==> src/sle_pkg.sv <==
`timescale 1ns / 1ps
// Package for the sorted list engine: value type, command and status codes,
// and the control bundle that the top level broadcasts to every cell. No dependencies.
package sle_pkg;

   typedef logic signed [31:0] sle_value_type;

   typedef logic [1:0] sle_code_type;

   localparam sle_code_type CMD_INSERT = 2'd0;
   localparam sle_code_type CMD_SEARCH = 2'd1;
   localparam sle_code_type CMD_DELETE = 2'd2;
   localparam sle_code_type CMD_POP    = 2'd3;

   localparam sle_code_type STAT_OK        = 2'd0;
   localparam sle_code_type STAT_NOT_FOUND = 2'd1;
   localparam sle_code_type STAT_FULL      = 2'd2;
   localparam sle_code_type STAT_EMPTY     = 2'd3;

   typedef struct packed {
      logic cmp_en;
      logic ins_en;
      logic rem_en;
      logic rem_all;
   } sle_ctrl_type;

endpackage

==> src/sle_cell.sv <==
`timescale 1ns / 1ps
// One cell of the sorted list: holds one entry and its compare flags,
// and takes its neighbor's entry on insert or removal. Depends on sle_pkg.
module sle_cell
   import sle_pkg::*;
#(
   parameter int INDEX = 0,
   parameter int CW    = 7
) (
   input  logic          clock,
   input  sle_ctrl_type  ctrl,
   input  sle_value_type key,
   input  logic [CW-1:0] count,
   input  sle_value_type left_val,
   input  logic          left_lt,
   input  sle_value_type right_val,
   output sle_value_type val,
   output logic          lt,
   output logic          hit
);

   sle_value_type entry_ff, entry_in;
   logic          lt_ff, lt_in;
   logic          eq_ff, eq_in;
   logic          occ;

   assign occ = CW'(INDEX) < count;

   always_comb begin
      lt_in = lt_ff;
      eq_in = eq_ff;
      if (ctrl.cmp_en) begin
         lt_in = occ && (entry_ff < key);
         eq_in = occ && (entry_ff == key);
      end
   end

   always_comb begin
      entry_in = entry_ff;
      if (ctrl.ins_en) begin
         if (!lt_ff) begin
            entry_in = left_lt ? key : left_val;
         end
      end else if (ctrl.rem_en) begin
         if (ctrl.rem_all || !lt_ff) begin
            entry_in = right_val;
         end
      end
   end

   always_ff @(posedge clock) begin
      entry_ff <= entry_in;
      lt_ff    <= lt_in;
      eq_ff    <= eq_in;
   end

   assign val = entry_ff;
   assign lt  = lt_ff;
   assign hit = eq_ff && left_lt;

endmodule

==> config.mk <==
export PLATFORM = sky130hd
export DESIGN_NAME = sle_cell
export DESIGN_NICKNAME = d
export VERILOG_FILES = /design/src/sle_pkg.sv /design/src/sle_cell.sv
export SDC_FILE = /design/constraint.sdc
export NUM_CORES = 1
export LEC_CHECK = 0
export BUFFER_PORTS_ARGS = -buffer_cell sky130_fd_sc_hd__buf_2
export CAP_MARGIN = 20
export CORE_UTILIZATION = 45
export DETAILED_ROUTE_END_ITERATION = 10
export PLACE_DENSITY_LB_ADDON = 0.2
export SLEW_MARGIN = 30
export SYNTH_ARGS = -nofsm -noshare
export SYNTH_HDL_FRONTEND = slang
export SYNTH_SLANG_ARGS = --single-unit
==> constraint.sdc <==
create_clock -name clock -period 4 [get_ports clock]
set_input_delay 0.8 -clock clock [delete_from_list [all_inputs] [get_ports clock]]
set_output_delay 0.8 -clock clock [all_outputs]
set_load 0.02 [all_outputs]
==> out/results.tsv <==
metric	value	unit
fin_nets	548	
fillers	486	
die_h	77.2	um
rsz0062_at_grt	false	
grt_antenna_before_repair	0	
layout_commonest_cell	buf_2	
critical_path_required	4.03	ns
slowest_stage	nor4_1	
hold_buffers	0	
fin_skew	0.00420	ns
critPathCaptureType	register	
syn_area	2550	sq um
drt_wl_total	6040	um
worst_ep_arrival_time	2.50	ns
die_x	77.2	um
total_power	1.04	mW
postCtsSetupBuffers	0	
dr.max_layer_used	met4	
rows	27	
placed_cell_area	3340	sq um
port_buffers	142	
power_switching	0.330	mW
tns	0	ns
finalMaxSlewViolations	0	
start_util	0.465	
whs	0.739	ns
cp_cell_sequence	buf_2 > inv_1 > ha_1 > nand4_1 > nor4_1 > o21ai_1 > a31oi_1 > mux2_2	
drt-initial-drc-count	37	
fin_crit_sh	0.616	
critPathMaxFanout	3	
clk_path_buf_depth	2	
clk_pin_slew_worst_paths	0.06	ns
netlist-cell-type-count	26	
fin_crit	2.46	ns
clock-root-buffer	clkbuf_8	
route.met3.wl	413	um
wl_met2	3050	um
hpwl	4820	um
insertion_delay	0.28	ns
drtAntennaViolNets	0	
fin_cells	479	
yosysWarnings	0	
ir_drop	0.176	mV
ctsHtreeMaxLevel	2	
via_per_inst	5.00	
post_cts_resized	0	
setup_violations	0	
cts_sinks	34	
worstMarginPinSlew	0.565	ns
place_inst	472	
worstSetupStartpointType	input pin	
avgSynthCellArea	9.57	sq um
dieArea	5960	sq um
cts_buffers	5	
p_int	0.709	mW
maxCapViolCount	0	
syn_nets	407	
grt_pass1_wl	9970	um
coreArea	5470	sq um
combPwrFrac	0.322	
diodes	0	
area_delta_synth_final	34.0	%
synth_area_leaders	edfxtp_1, ha_1, mux2i_1, a21oi_1, nor2_1	
m1WireLength	2480	um
gp_congestion	0.743	
seq_power_share	0.448	
synth-seq-cells	34	
ys_seq_area_frac	0.401	
cpPeakStageDelay	0.45	ns
vias	2393	
yosys.area.top_type	edfxtp_1	
fin_area	3410	sq um
status	finished clean	
mostFrequentLayoutCells	buf_2, a21oi_1, nor2_1	
overflow	0	
cts_tree	yes	
drcViolationCount	0	
slew_headroom	0.623	
clock.fmax	0.406	GHz
wl_per_cell	12.6	um
switching_share	0.317	
grt_max_degree	49	
grt_pass1_vias	2389	
power_frac_clock	0.229	
worstSetupPathType	input pin to register	
syn_inst	266	
finalHoldViolCount	0	
drive_above_1_share	0.378	
ios	143	
min_path_type	input pin to register	
power.density	305	nW/um^2
yosysTopAreaCellShare	0.401	
firstDrtPassIters	4	
grtUsageTotal	0.211	
p_leak	1.76	nW
[per-layer routing]
layer / track usage / up-vias
met4: 0.0717 / 0
met1: 0.229 / 1073
met5: 0 / -
met2: 0.388 / 84
li1: - / 1225
met3: 0.0619 / 11
[cells by family after synthesis]
| group | synth area share |
|---|---|
| adders and majority gates | 0.157 |
| DFF | 0.401 |
| muxes | 0.130 |
| and+or+nand+nor | 0.124 |
| buffers and inverters | 0.0663 |
| AOI/OAI and AO/OA | 0.121 |
[critical path: cells and delay by family]
family / cells / cell delay [ns]
mux: 1 / 0.35
simple gates: 2 / 0.60
fa+ha+maj: 1 / 0.29
compound gates: 2 / 0.34
buf+inv: 2 / 0.13
[synthesized netlist by cell type]
library cell,n
clkbuf_1,8
o21ai_0,6
o31a_1,1
nand2b_1,3
and4_1,2
ha_1,32
a21o_1,1
nand2_1,10
buf_2,3
nor4_1,2
mux2_2,1
a211oi_1,2
nor4_4,1
mux2i_1,32
edfxtp_1,34
nor2_1,36
a31oi_1,1
nor4b_1,1
inv_1,33
a21oi_1,47
nand4_1,4
nor2b_1,2
and2_1,1
o21ai_1,1
or4_4,1
nor4bb_1,1
[power by group through the flow]
stage	logic, mW	clock network [mW]	registers, mW
after CTS	0.340	0.246	0.466
after floorplan	0.154	0	0.521
after global placement	0.331	0	0.472
after global routing	0.378	0.255	0.471
after detailed placement	0.338	0	0.474
final	0.335	0.238	0.466
[metrics by stage]
stage	utilization	setup slack [ns]
final	0.623	1.54
after detailed placement	0.610	1.24
after global placement	0.610	1.28
after floorplan	-	0.829
after CTS	0.623	1.50
after global routing	0.623	1.30
[worst paths after layout]
path / from / to / slack [ns] / cells after the start
worst max-delay path: key[13] / lt$_DFFE_PP_ / 1.54 / 8
worst min-delay path: ctrl[3] / lt$_DFFE_PP_ / 0.74 / 1
worst max register to register: val[11]$_DFFE_PP_ / lt$_DFFE_PP_ / 1.76 / 6
worst min register to register: val[1]$_DFFE_PP_ / eq_ff$_DFFE_PP_ / 0.85 / 3
[area by class of cell]
| cell class | instances | area, sq um | area share |
|---|---|---|---|
| Sequential cell | 34 | 1020 | 0.299 |
| Timing Repair Buffer | 145 | 733 | 0.215 |
| Multi-Input combinational cell | 188 | 1370 | 0.401 |
| Clock buffer | 7 | 76.3 | 0.0224 |
| Tap cell | 72 | 90.1 | 0.0264 |
| Inverter | 33 | 124 | 0.0363 |
[state kept, by name, summed over array words and instances (netlist names)]
name,cells
eq_ff,1
lt,1
val,32
(Power assumes the default switching activity.)
